$ cat src/hdl/i2c_master_byte_engine_unit_macros.svh
// assertion macros for the i2c byte engine
`ifndef I2C_MASTER_BYTE_ENGINE_UNIT_MACROS_SVH
`define I2C_MASTER_BYTE_ENGINE_UNIT_MACROS_SVH

`ifndef SYNTH

// same-cycle implication, checked outside reset
`define I2C_MBE_ASSERT_IMP(label, clk, rst_n, ante, cons) \
    label: assert property (@(posedge clk) disable iff (!rst_n) (ante) |-> (cons)) \
        else $error("i2c_mbe: same-cycle check failed");

// next-cycle implication, checked outside reset
`define I2C_MBE_ASSERT_NXT(label, clk, rst_n, ante, cons) \
    label: assert property (@(posedge clk) disable iff (!rst_n) (ante) |=> (cons)) \
        else $error("i2c_mbe: next-cycle check failed");

`else

`define I2C_MBE_ASSERT_IMP(label, clk, rst_n, ante, cons)
`define I2C_MBE_ASSERT_NXT(label, clk, rst_n, ante, cons)

`endif

`endif

$ cat src/hdl/i2c_mbe_pkg.sv
`timescale 1ns / 1ps

package i2c_mbe_pkg;

    // command codes, also used as the operation codes of the sequencer
    localparam logic [2:0] CMD_TICK      = 3'd0;
    localparam logic [2:0] CMD_START     = 3'd1;
    localparam logic [2:0] CMD_STOP      = 3'd2;
    localparam logic [2:0] CMD_WRITE     = 3'd3;
    localparam logic [2:0] CMD_READ_ACK  = 3'd4;
    localparam logic [2:0] CMD_READ_NACK = 3'd5;
    localparam logic [2:0] OP_IDLE       = 3'd0;

    // configuration register indexes
    localparam logic CFG_PHASE_TICKS      = 1'b0;
    localparam logic CFG_READ_SETUP_TICKS = 1'b1;

    localparam logic [7:0] PHASE_TICKS_RST      = 8'd2;
    localparam logic [7:0] READ_SETUP_TICKS_RST = 8'd5;
    localparam logic [3:0] BITS_PER_BYTE        = 4'd8;

    typedef struct packed {
        logic [2:0] cmd;
        logic [7:0] data_byte;
        logic       sda_level;
    } t_in_word;

    typedef struct packed {
        logic       scl_level;
        logic       sda_out;
        logic       sda_enable;
        logic       busy_res;
        logic       done_res;
        logic [7:0] read_value;
        logic       ack_seen;
    } t_out_word;

    typedef struct packed {
        logic [7:0] phase_ticks;
        logic [7:0] read_setup_ticks;
    } t_cfg;

endpackage

$ cat src/hdl/i2c_mbe_cfg.sv
`timescale 1ns / 1ps

module i2c_mbe_cfg (
    input  logic               i_clk,
    input  logic               i_rst_n,
    input  logic               i_we,
    input  logic               i_index,
    input  logic [7:0]         i_data,
    output i2c_mbe_pkg::t_cfg  o_cfg
);
    import i2c_mbe_pkg::*;

    t_cfg r_cfg;

    always_ff @(posedge i_clk) begin
        if (!i_rst_n) begin
            r_cfg.phase_ticks      <= PHASE_TICKS_RST;
            r_cfg.read_setup_ticks <= READ_SETUP_TICKS_RST;
        end else if (i_we) begin
            case (i_index)
                CFG_PHASE_TICKS:      r_cfg.phase_ticks      <= i_data;
                CFG_READ_SETUP_TICKS: r_cfg.read_setup_ticks <= i_data;
                default: ;
            endcase
        end
    end

    assign o_cfg = r_cfg;

endmodule

$ cat src/hdl/i2c_mbe_core.sv
`timescale 1ns / 1ps

module i2c_mbe_core (
    input  logic                   i_clk,
    input  logic                   i_rst_n,
    input  logic                   i_step,
    input  i2c_mbe_pkg::t_in_word  i_in,
    input  i2c_mbe_pkg::t_cfg      i_cfg,
    output i2c_mbe_pkg::t_out_word o_res
);
    import i2c_mbe_pkg::*;

    `include "i2c_master_byte_engine_unit_macros.svh"

    localparam logic [2:0] PH0 = 3'd0;
    localparam logic [2:0] PH1 = 3'd1;
    localparam logic [2:0] PH2 = 3'd2;
    localparam logic [2:0] PH3 = 3'd3;
    localparam logic [2:0] PH4 = 3'd4;
    localparam logic [2:0] PH5 = 3'd5;

    logic [2:0] r_op,  n_op;
    logic [2:0] r_ph,  n_ph;
    logic [7:0] r_tc,  n_tc;
    logic [3:0] r_bc,  n_bc;
    logic [7:0] r_sh,  n_sh;
    logic       r_ack, n_ack;
    logic       r_scl, n_scl;
    logic       r_sda, n_sda;
    logic       r_en,  n_en;

    logic       v_adv;
    logic       v_fin;
    logic [2:0] v_done_op;
    logic [7:0] v_len;

    always_comb begin
        n_op  = r_op;
        n_ph  = r_ph;
        n_tc  = r_tc;
        n_bc  = r_bc;
        n_sh  = r_sh;
        n_ack = r_ack;
        n_scl = r_scl;
        n_sda = r_sda;
        n_en  = r_en;
        v_adv = 1'b0;
        v_fin = 1'b0;
        v_done_op = OP_IDLE;
        v_len = i_cfg.phase_ticks;

        if (r_op == OP_IDLE) begin
            if (i_in.cmd inside {[CMD_START:CMD_READ_NACK]}) begin
                n_op  = i_in.cmd;
                n_ph  = PH0;
                n_tc  = 8'd0;
                n_bc  = 4'd0;
                n_ack = 1'b0;
                n_sh  = (i_in.cmd == CMD_WRITE) ? i_in.data_byte : 8'd0;
                v_done_op = i_in.cmd;
                v_adv = 1'b1;
            end
        end else if (i_in.cmd == CMD_TICK) begin
            v_done_op = r_op;
            // first read bit waits its own set-up time
            if ((r_op == CMD_READ_ACK || r_op == CMD_READ_NACK) && r_ph == PH1
                    && r_bc == 4'd0) begin
                v_len = i_cfg.read_setup_ticks;
            end
            n_tc = r_tc + 8'd1;
            if (n_tc >= v_len) begin
                n_tc  = 8'd0;
                v_adv = 1'b1;
            end
        end

        if (v_adv) begin
            case (n_op)
                CMD_START: begin
                    case (n_ph)
                        PH0: begin
                            n_en = 1'b1; n_sda = 1'b1; n_scl = 1'b1;
                            n_ph = PH1; n_tc = 8'd0;
                        end
                        PH1: begin n_sda = 1'b0; n_ph = PH2; n_tc = 8'd0; end
                        PH2: begin n_scl = 1'b0; n_ph = PH3; n_tc = 8'd0; end
                        default: begin
                            n_op = OP_IDLE; n_ph = PH0; n_tc = 8'd0; v_fin = 1'b1;
                        end
                    endcase
                end
                CMD_STOP: begin
                    case (n_ph)
                        PH0: begin
                            n_en = 1'b1; n_sda = 1'b0; n_scl = 1'b1;
                            n_ph = PH1; n_tc = 8'd0;
                        end
                        PH1: begin n_sda = 1'b0; n_ph = PH2; n_tc = 8'd0; end
                        default: begin
                            n_sda = 1'b1;
                            n_op = OP_IDLE; n_ph = PH0; n_tc = 8'd0; v_fin = 1'b1;
                        end
                    endcase
                end
                CMD_WRITE: begin
                    case (n_ph)
                        PH0: begin
                            n_en = 1'b1; n_sda = n_sh[7];
                            n_ph = PH1; n_tc = 8'd0;
                        end
                        PH1: begin n_scl = 1'b1; n_ph = PH2; n_tc = 8'd0; end
                        PH2: begin
                            n_scl = 1'b0;
                            n_sh  = {n_sh[6:0], 1'b0};
                            n_bc  = n_bc + 4'd1;
                            n_tc  = 8'd0;
                            if (n_bc < BITS_PER_BYTE) begin
                                n_sda = n_sh[7];
                                n_ph  = PH1;
                            end else begin
                                n_ph  = PH3;
                            end
                        end
                        PH3: begin
                            n_en = 1'b0; n_scl = 1'b1;
                            n_ph = PH4; n_tc = 8'd0;
                        end
                        PH4: begin
                            // ack when the slave holds sda low
                            n_ack = ~i_in.sda_level;
                            n_scl = 1'b0;
                            n_ph  = PH5; n_tc = 8'd0;
                        end
                        default: begin
                            n_en = 1'b1;
                            n_op = OP_IDLE; n_ph = PH0; n_tc = 8'd0; v_fin = 1'b1;
                        end
                    endcase
                end
                CMD_READ_ACK, CMD_READ_NACK: begin
                    case (n_ph)
                        PH0: begin
                            n_en = 1'b0; n_scl = 1'b0;
                            n_ph = PH1; n_tc = 8'd0;
                        end
                        PH1: begin
                            n_tc = 8'd0;
                            if (n_bc < BITS_PER_BYTE) begin
                                n_scl = 1'b1;
                                n_ph  = PH2;
                            end else begin
                                n_en  = 1'b1;
                                n_sda = (n_op == CMD_READ_ACK) ? 1'b0 : 1'b1;
                                n_ph  = PH3;
                            end
                        end
                        PH2: begin
                            n_sh  = {n_sh[6:0], i_in.sda_level};
                            n_scl = 1'b0;
                            n_bc  = n_bc + 4'd1;
                            n_ph  = PH1; n_tc = 8'd0;
                        end
                        PH3: begin n_scl = 1'b0; n_ph = PH4; n_tc = 8'd0; end
                        PH4: begin n_scl = 1'b1; n_ph = PH5; n_tc = 8'd0; end
                        default: begin
                            n_scl = 1'b0; n_sda = 1'b1;
                            n_op = OP_IDLE; n_ph = PH0; n_tc = 8'd0; v_fin = 1'b1;
                        end
                    endcase
                end
                default: begin
                    n_op = OP_IDLE; n_ph = PH0; n_tc = 8'd0; v_fin = 1'b1;
                end
            endcase
        end

        o_res.scl_level  = n_scl;
        o_res.sda_out    = n_sda;
        o_res.sda_enable = n_en;
        o_res.busy_res   = (n_op != OP_IDLE);
        o_res.done_res   = v_fin;
        o_res.read_value = (v_fin && (v_done_op == CMD_READ_ACK || v_done_op == CMD_READ_NACK))
                           ? n_sh : 8'd0;
        o_res.ack_seen   = v_fin && (v_done_op == CMD_WRITE) && n_ack;
    end

    always_ff @(posedge i_clk) begin
        if (!i_rst_n) begin
            r_op  <= OP_IDLE;
            r_ph  <= PH0;
            r_tc  <= 8'd0;
            r_bc  <= 4'd0;
            r_sh  <= 8'd0;
            r_ack <= 1'b0;
            r_scl <= 1'b1;
            r_sda <= 1'b1;
            r_en  <= 1'b1;
        end else if (i_step) begin
            r_op  <= n_op;
            r_ph  <= n_ph;
            r_tc  <= n_tc;
            r_bc  <= n_bc;
            r_sh  <= n_sh;
            r_ack <= n_ack;
            r_scl <= n_scl;
            r_sda <= n_sda;
            r_en  <= n_en;
        end
    end

    // idle sequencer always sits at phase zero with a cleared tick count
    `I2C_MBE_ASSERT_IMP(a_idle_clean, i_clk, i_rst_n, r_op == OP_IDLE, r_ph == PH0 && r_tc == 8'd0)
    // never more than one byte of bits
    `I2C_MBE_ASSERT_IMP(a_bit_range, i_clk, i_rst_n, 1'b1, r_bc <= BITS_PER_BYTE && r_ph <= PH5)
    // a finished command leaves the engine free
    `I2C_MBE_ASSERT_IMP(a_done_idle, i_clk, i_rst_n, o_res.done_res, !o_res.busy_res)
    // a command that arrives while busy does not disturb the sequence
    `I2C_MBE_ASSERT_NXT(a_busy_ignore, i_clk, i_rst_n, i_step && r_op != OP_IDLE && i_in.cmd != CMD_TICK, $stable(r_ph) && $stable(r_tc) && $stable(r_op))

endmodule

$ cat src/hdl/i2c_master_byte_engine_unit.sv
`timescale 1ns / 1ps

// channel   | direction | handshake                | word
// ----------+-----------+--------------------------+-------------------------------
// input     | in        | i_in_valid / o_in_ready  | i_in_word  (cmd, data, sda)
// result    | out       | o_out_valid / i_out_ready| o_out_word (lines, busy, done..)
// config    | in        | i_cfg_we (no wait)       | i_cfg_index, i_cfg_data
//
// every accepted word gives exactly one result word
// one word per cycle sustained while i_out_ready holds; each word passes the input register, then the result register
// the sequencer state updates in the cycle a word leaves the input register
// a stalled result keeps its register; the input register still takes one more word
// synchronous active-low reset: lines idle with scl high and sda driven high

module i2c_master_byte_engine_unit (
    input  logic                   i_clk,
    input  logic                   i_rst_n,
    input  logic                   i_in_valid,
    output logic                   o_in_ready,
    input  i2c_mbe_pkg::t_in_word  i_in_word,
    output logic                   o_out_valid,
    input  logic                   i_out_ready,
    output i2c_mbe_pkg::t_out_word o_out_word,
    input  logic                   i_cfg_we,
    input  logic                   i_cfg_index,
    input  logic [7:0]             i_cfg_data
);
    import i2c_mbe_pkg::*;

    logic      r_in_valid;
    t_in_word  r_in_word;
    logic      r_out_valid;
    t_out_word r_out_word;

    t_cfg      w_cfg;
    t_out_word w_res;
    logic      w_step;

    // the word in the input register moves on when the result slot is free or draining
    assign w_step     = r_in_valid && (!r_out_valid || i_out_ready);
    assign o_in_ready = !r_in_valid || w_step;

    i2c_mbe_cfg u_cfg (
        .i_clk   (i_clk),
        .i_rst_n (i_rst_n),
        .i_we    (i_cfg_we),
        .i_index (i_cfg_index),
        .i_data  (i_cfg_data),
        .o_cfg   (w_cfg)
    );

    i2c_mbe_core u_core (
        .i_clk   (i_clk),
        .i_rst_n (i_rst_n),
        .i_step  (w_step),
        .i_in    (r_in_word),
        .i_cfg   (w_cfg),
        .o_res   (w_res)
    );

    // input register
    always_ff @(posedge i_clk) begin
        if (!i_rst_n) begin
            r_in_valid <= 1'b0;
        end else if (o_in_ready) begin
            r_in_valid <= i_in_valid;
        end
    end

    always_ff @(posedge i_clk) begin
        if (i_in_valid && o_in_ready) begin
            r_in_word <= i_in_word;
        end
    end

    // result register
    always_ff @(posedge i_clk) begin
        if (!i_rst_n) begin
            r_out_valid <= 1'b0;
        end else if (w_step) begin
            r_out_valid <= 1'b1;
        end else if (i_out_ready) begin
            r_out_valid <= 1'b0;
        end
    end

    always_ff @(posedge i_clk) begin
        if (w_step) begin
            r_out_word <= w_res;
        end
    end

    assign o_out_valid = r_out_valid;
    assign o_out_word  = r_out_word;

endmodule
$ cat config.mk
export PLATFORM = sky130hd
export DESIGN_NAME = i2c_master_byte_engine_unit
export DESIGN_NICKNAME = d
export VERILOG_FILES = /design/src/hdl/i2c_mbe_pkg.sv /design/src/hdl/i2c_mbe_cfg.sv /design/src/hdl/i2c_mbe_core.sv /design/src/hdl/i2c_master_byte_engine_unit.sv
export VERILOG_INCLUDE_DIRS = /design/src /design/src/hdl
export SDC_FILE = /design/constraint.sdc
export NUM_CORES = 1
export LEC_CHECK = 0
export BUFFER_PORTS_ARGS = -buffer_cell sky130_fd_sc_hd__buf_2
export CAP_MARGIN = 20
export CELL_PAD_IN_SITES_DETAIL_PLACEMENT = 2
export CELL_PAD_IN_SITES_GLOBAL_PLACEMENT = 2
export CORE_ASPECT_RATIO = 0.75
export CORE_MARGIN = 2
export CORE_UTILIZATION = 25
export DETAILED_ROUTE_END_ITERATION = 16
export GPL_TIMING_DRIVEN = 0
export HOLD_SLACK_MARGIN = 0.1
export PLACE_DENSITY = 0.66
export SLEW_MARGIN = 20
export SYNTH_ARGS = -nofsm -noshare
export SYNTH_HDL_FRONTEND = slang
export SYNTH_HIERARCHICAL = 1
export SYNTH_SLANG_ARGS = --single-unit
$ cat constraint.sdc
create_clock -name i_clk -period 4.1 [get_ports i_clk]
set_input_delay 0.41 -clock i_clk [delete_from_list [all_inputs] [get_ports i_clk]]
set_output_delay 0.41 -clock i_clk [all_outputs]
set_load 0.02 [all_outputs]
### Word-level counts from Yosys, hierarchy flattened

Cells that the tools add are included.
Widths: inputs -> output; s select.

| word-level totals | value |
|---|---|
| logic and storage cells | 161 |
| bits of input ports | 26 |
| register bits after elaboration | 74 |
| output and inout port bits | 16 |

| operators by class | value |
|---|---|
| bitwise logic cells | 2 |
| reduce and logical (&&, ||, !) cells | 35 |
| add/sub/neg operators | 2 |
| equal/unequal tests | 17 |
| mux-type cells | 77 |
| $lt $le $gt $ge | 5 |

Operator list:

| kind | number |
|---|---|
| $mux 8 | 14 |
| $mux 3 | 12 |
| $mux 1 | 26 |
| $pmux 3 s4 | 2 |
| $eq 3x3->1 const B | 7 |
| $mux 4 | 5 |
| $eq 3x2->1 const B | 6 |
| $pmux 1 s2 | 8 |
| $pmux 8 s2 | 1 |
| $pmux 3 s5 | 1 |
| $reduce_or 2->1 | 6 |
| $eq 3x1->1 const B | 3 |
| $logic_not 3->1 | 3 |
| $pmux 3 s3 | 1 |
| $reduce_or 3->1 | 3 |
| $add 8x1->8 const B | 1 |
| $ge 8x8->1 | 1 |
| $logic_and 1x1->1 | 8 |
| $lt 4x4->1 const B | 2 |
| $pmux 1 s4 | 2 |
| $pmux 1 s3 | 2 |
| $pmux 2 s3 | 1 |
| $reduce_bool 3->1 | 2 |
| $reduce_or 5->1 | 1 |
| 14 further kinds | 20 |

### Depth between registers and ports, before layout

| logic depth | value |
|---|---|
| depth after elaboration | 14 |
| depth in mapped cells | 13 |
| depth with buffers taken out | 10 |

### Modules after synthesis

Netlist, hierarchy kept.

By module, submodules not included:

| module | cells each | area each (um2) | sequential area each (um2) | times used |
|---|---|---|---|---|
| i2c_mbe_core | 391 | 2904.0 | 600.6 | 1 |
| i2c_master_byte_engine_unit | 35 | 884.6 | 820.8 | 1 |
| i2c_mbe_cfg | 65 | 643.1 | 320.3 | 1 |

### Worst setup path after synthesis

OpenSTA, ideal clock, no wires.

| timing path | value |
|---|---|
| path type | register to register |
| start point | register u_core.r_ph[0] |
| end point | register r_out_word, in the netlist o_out_word[11], data pin |
| path slack | 465 ps |
| period minus slack after synthesis | 3635 ps |
| buffers on the path | 4 |
| data arrival time | 3384 ps |
| library setup time | 251 ps |
| required time | 3849 ps |
| cell stages (with the launch flop) | 13 |
| cells stage by stage | dfxtp_1 > clkbuf_1 > clkbuf_1 > nand4_1 > mux2_2 > ha_1 > nand2b_1 > a31oi_1 > o211a_1 > clkbuf_1 > a211oi_1 > mux2_2 > buf_4 |

| between the ends | value |
|---|---|
| longest elaborated chain between the ends | 11 |
| elaborated cells on any way between the ends | 23 |
| classes of those cells | order compare (1); eq/ne (5); mux (13); reduce/logical (4) |

RTL lines:

| what | line | source |
|---|---|---|
| from (decl) | i2c_mbe_core.sv:23 | `logic [2:0] r_ph, n_ph;` |
| from (signal assigned) | i2c_mbe_core.sv:200 | `r_ph <= n_ph;` |
| $eq 3x1->1 | i2c_mbe_core.sv:66 | `if ((r_op == CMD_READ_ACK \|\| r_op == CMD_READ_NACK) && r_ph == PH1` |
| $logic_and 1x1->1 | i2c_mbe_core.sv:66 |  |
| $logic_and 1x1->1 | i2c_mbe_core.sv:67 | `&& r_bc == 4'd0) begin` |
| $mux 8 | i2c_mbe_core.sv:66 |  |
| $mux 8 | i2c_mbe_core.sv:63 | `end else if (i_in.cmd == CMD_TICK) begin` |
| $mux 8 | i2c_mbe_core.sv:52 | `if (r_op == OP_IDLE) begin` |
| $ge 8x8->1 | i2c_mbe_core.sv:71 | `if (n_tc >= v_len) begin` |
| $mux 1 | i2c_mbe_core.sv:71 |  |
| $mux 1 | i2c_mbe_core.sv:63 |  |
| $mux 1 | i2c_mbe_core.sv:52 |  |
| $mux 1 (*) | i2c_mbe_core.sv:77 | `if (v_adv) begin` |
| net u_core.n_en | i2c_mbe_core.sv:30 | `logic r_en, n_en;` |
| to (signal assigned) | i2c_master_byte_engine_unit.sv:89 | `r_out_word <= w_res;` |
| to (decl) | i2c_master_byte_engine_unit.sv:33 | `t_out_word r_out_word;` |

The timed path passes the listed nets; every way through them passes the cells marked *. The select of a mux whose other input is x is not followed.
A chain may end at the register's enable or synchronous reset.

### Worst setup path after layout

| timing path | value |
|---|---|
| start point | register u_core.r_bc[3] |
| end point | register r_out_word, in the netlist o_out_word[13], data pin |

| between the ends | value |
|---|---|
| longest elaborated chain between the ends | 10 |
| elaborated cells on any way between the ends | 16 |
| classes of those cells | order compare (2); mux (12); reduce/logical (2) |

RTL lines:

| what | line | source |
|---|---|---|
| from (decl) | i2c_mbe_core.sv:25 | `logic [3:0] r_bc, n_bc;` |
| from (signal assigned) | i2c_mbe_core.sv:202 | `r_bc <= n_bc;` |
| $logic_not 4->1 | i2c_mbe_core.sv:67 |  |
| $logic_and 1x1->1 | i2c_mbe_core.sv:67 |  |
| $mux 8 | i2c_mbe_core.sv:66 |  |
| $mux 8 | i2c_mbe_core.sv:63 |  |
| $mux 8 | i2c_mbe_core.sv:52 |  |
| $ge 8x8->1 | i2c_mbe_core.sv:71 |  |
| $mux 1 | i2c_mbe_core.sv:71 |  |
| $mux 1 | i2c_mbe_core.sv:63 |  |
| $mux 1 | i2c_mbe_core.sv:52 |  |
| $mux 1 (*) | i2c_mbe_core.sv:77 |  |
| net u_core.n_scl | i2c_mbe_core.sv:28 | `logic r_scl, n_scl;` |

Marked as above.

==> impl_summary.log <==
INFO  metric yosys_register_bits = 74
INFO  metric synth_cell_type_count = 74
INFO  metric post-place-ws = -0.886 ns
INFO  metric finClkSkew = 0.00663 ns
INFO  metric worstHoldPathType = in -> reg
INFO  metric drt_first_pass_iters = 4
INFO  metric avgViaCountPerCell = 5.24
INFO  metric async_reset_ff_share = 0%
INFO  metric slew_viol_final = 0
INFO  metric nNetsFinal = 586
INFO  metric dr_total_vias = 4,179
INFO  metric fp.dieW = 158 um
INFO  metric clk_pin_slew = 0.06 ns
INFO  metric gr-total-overflow = 0
INFO  metric leakage = 0.00204 uW
INFO  metric numPortBuffers = 41
INFO  metric cts-buffers-inserted = 9
INFO  metric first_global_vias = 4,447
INFO  metric largest_net_degree_at_the_start_of_global_routing = 20
INFO  metric max_freq = 247 MHz
INFO  metric syn_inst = 491
INFO  metric synth_simple_gate_area_share = 22.9%
INFO  metric drt_iter0_drc = 215
INFO  metric final_cell_area = 5340 um^2
INFO  metric worst_r2r_startpoint = u_core/r_bc[3]
INFO  metric detailed_place.area = 4950 um^2
INFO  metric count_of_inserted_antenna_diode_cells = 0
INFO  metric synth_top_family_by_area = simple AND/OR/NAND/NOR gates
INFO  metric cts-root-to-sink-buffers = 2
INFO  metric clkLatencyLatePin = 0.35 ns
INFO  metric hp-start = i_in_word[6]
INFO  metric report.final.hold_viol_count = 0
INFO  metric hold_ws = 0.235 ns
INFO  metric netlist.area_leader.share = 21.7%
INFO  metric drive_above_1_share = 19.3%
INFO  metric post_layout_nonfiller_instances = 797
INFO  metric r2r-end = o_out_word[13]
INFO  metric run_status = finished, final reports clean
INFO  metric groute.usage.overall = 18.2%
INFO  metric cts_max_level = 3
INFO  metric io_pins = 42
INFO  metric post_synthesis_xor_xnor_area_fraction = 1.58%
INFO  metric finalWeightedCongestion = 0.904
INFO  metric netlist_area = 4430 um^2
INFO  metric floorplan.die_area = 18,800 um^2
INFO  metric timing.critical_path.fanout_max = 10
INFO  metric reg2reg_depth = 13
INFO  metric route.detailed.wl_per_inst = 20.4 um
INFO  metric grtUsageMet1 = 26.4%
INFO  metric synth_enable_flop_cells = 26
INFO  metric route.antenna.remaining_nets = 0
INFO  metric fp.coreArea = 17,500 um^2
INFO  metric cts_sinks = 74
INFO  metric drc = 0
INFO  metric worstSetupStartpointType = register
INFO  metric number_of_antenna_violations_at_the_first_check_in_global_routing = 0
INFO  metric gr-usage-met3 = 3.64%
INFO  metric grt_setup_unrepaired = true
INFO  metric worstSetupPathType = reg -> reg
INFO  metric cellPowerDensity = 394 nW/um^2
INFO  metric critPathCapture = o_out_word[13]
INFO  metric grt_pass1_wl = 25,800 um
INFO  metric detailedPlacementHpwl = 12,100 um
INFO  metric finalWirelength = 16,300 um
INFO  metric syn-num-nets = 527
INFO  metric final.period_utilization = 98.6%
INFO  metric synth_top_cells_by_area = dfxtp_1 22%, edfxtp_1 18%, mux2i_1 4.5%, nand2_1 3.5%, a21oi_1 3.4%
INFO  metric layout_setup_ws = 0.0574 ns
INFO  metric synthDominantAreaCellType = dfxtp_1
INFO  metric synth.mux.area_fraction = 5.79%
INFO  metric launch_point_of_the_critical_path = u_core/r_bc[3]
INFO  metric global_route.peak_usage_layer = met2
INFO  metric setup.worst_path.end_class = register
INFO  metric max_cap_violations = 0
INFO  metric synth.yosys.warnings = 6
INFO  metric std_cell_rows = 42
INFO  metric tritoncts = built
INFO  metric worstPathRequired = 4.21 ns
INFO  metric crit_arrival = 4.15 ns
INFO  metric finalSetupViolations = 0
INFO  metric ys.flop_type = dfxtp_1
INFO  metric slew-limit-headroom = 37.2%
INFO  metric grtUsageMet2 = 26.8%
INFO  metric clk_root_buffer_cell = clkbuf_16
INFO  metric yosys.area_share.adder = 3.05%
INFO  metric final.min_clock_period = 4.04 ns
INFO  metric final_core_utilization = 30.5%
INFO  metric fill_cells = 1,970
INFO  metric worst-r2r-setup-slack = 0.06 ns
INFO  metric start_util = 25.3%
INFO  metric area.growth.synth_to_final = 20.6%
INFO  metric hold_depth = 1
INFO  metric place.detailed.instances = 774
INFO  metric tightest_slew = 0.932 ns
INFO  metric post_synthesis_compound_gate_area_fraction = 22.3%
INFO  metric die_extent_in_y = 119 um
INFO  metric synthesis.area_per_instance = 9.03 um^2
INFO  metric seq_area_frac_synth = 39.3%
INFO  metric peakVddDrop = 0.196 mV
-- routing by layer --
layer / up-vias / share of wire [%]
met1: 2112 / 51
li1: 1959 / -
met3: 18 / 4.4
met4: 0 / 1.9
met2: 90 / 43
met5: - / 0
-- Yosys cell counts (11+ instances only) --
master	n
mux2i_1	20
nor2b_1	11
clkbuf_1	23
nand3_1	21
dfxtp_1	48
nand2_1	41
nor2_1	38
o21ai_0	19
a21oi_1	30
a31oi_1	15
edfxtp_1	26
-- how the worst min path moves through the flow --
stage,end,slack (ns)
CTS,r_in_word[6],0.22
finish,r_in_word[6],0.24
detailed placement,u_cfg/o_cfg[15],0.45
global placement,u_cfg/o_cfg[5],0.44
global route,r_in_word[2],0.22
floorplan,u_cfg/o_cfg[1],0.43
-- placed cells by master, fill, tap and decap left out, types with 5 or more instances in the layout --
cell type / synthesis / layout
a211o_1: 5 / 5
a211oi_1: 9 / 7
a21oi_1: 30 / 29
a22o_1: 6 / 6
a22oi_1: 6 / 6
a31oi_1: 15 / 15
and3_1: 8 / 8
buf_2: 7 / 48
buf_4: 4 / 11
clkbuf_1: 23 / 21
clkbuf_16: 0 / 9
dfxtp_1: 48 / 48
edfxtp_1: 26 / 26
ha_1: 10 / 10
inv_1: 10 / 10
mux2_2: 5 / 5
mux2i_1: 20 / 20
nand2_1: 41 / 41
nand2b_1: 8 / 8
nand3_1: 21 / 21
nand3b_1: 5 / 5
nor2_1: 38 / 38
nor2b_1: 11 / 10
nor3_1: 10 / 10
nor4_1: 7 / 7
o211ai_1: 5 / 5
o21a_1: 7 / 7
o21ai_0: 19 / 19
-- what timing repair did --
item | 4_1_cts | 5_1_grt
setup endpoints to repair | 43 | 20
gates resized for setup | 3 | 2
pin swaps | 1 | 2
buffers inserted | 3 | 4
hold buffers | 0 | 0
-- registers in the layout (all words and copies together) (netlist names) --
signal	count
u_core/r_op	3
u_core/r_sh	8
o_out_valid	1
u_core/r_en	1
u_core/r_scl	1
u_cfg/o_cfg	16
u_core/r_ph	3
u_core/r_ack	1
r_in_word	12
o_out_word	14
u_core/r_sda	1
u_core/r_bc	4
r_in_valid	1
u_core/r_tc	8
-- cells by family after synthesis --
logic type | Yosys count
AO/OA/AOI/OAI | 141
AND/OR/NAND/NOR | 184
adder cells (fa/ha/maj) | 11
multiplexers | 25
flip-flops | 74
buffers and inverters | 48
XOR/XNOR | 8
-- worst max-delay path: stages (launching register included) --
cell,delay (ns)
dfxtp_1,0.42
nor4_1,0.55
nand4_1,0.16
buf_4,0.20
buf_4,0.15
mux2i_1,0.12
ha_1,0.27
and3_1,0.15
nand3_1,0.11
o211a_1,0.28
clkbuf_2,0.28
a211oi_2,0.56
mux2_2,0.41
buf_4,0.13
-- where the power goes --
part / switching [uW] / internal, uW
clock network: 338 / 551
registers: 23.5 / 796
logic: 259 / 139
-- layout make-up --
cell class                      count  area, um^2  share of cell area, %
Multi-Input combinational cell    369        2480                   46.5
Sequential cell                    74        1740                   32.6
Tap cell                          242         303                   5.67
Timing Repair Buffer               48         258                   4.82
Clock buffer                       10         239                   4.47
Buffer                             37         188                   3.51
Clock inverter                      6        88.8                   1.66
Inverter                           11        41.3                  0.773
-- per-stage QoR --
step / power, uW / TNS, ns
after CTS: 2130 / 0
after detailed placement: 1210 / -16.29
after global routing: 2200 / -0.333
after floorplan: 1070 / 0
final: 2110 / 0
after global placement: 1200 / -10.66
Power figures use the tool's default switching activity.
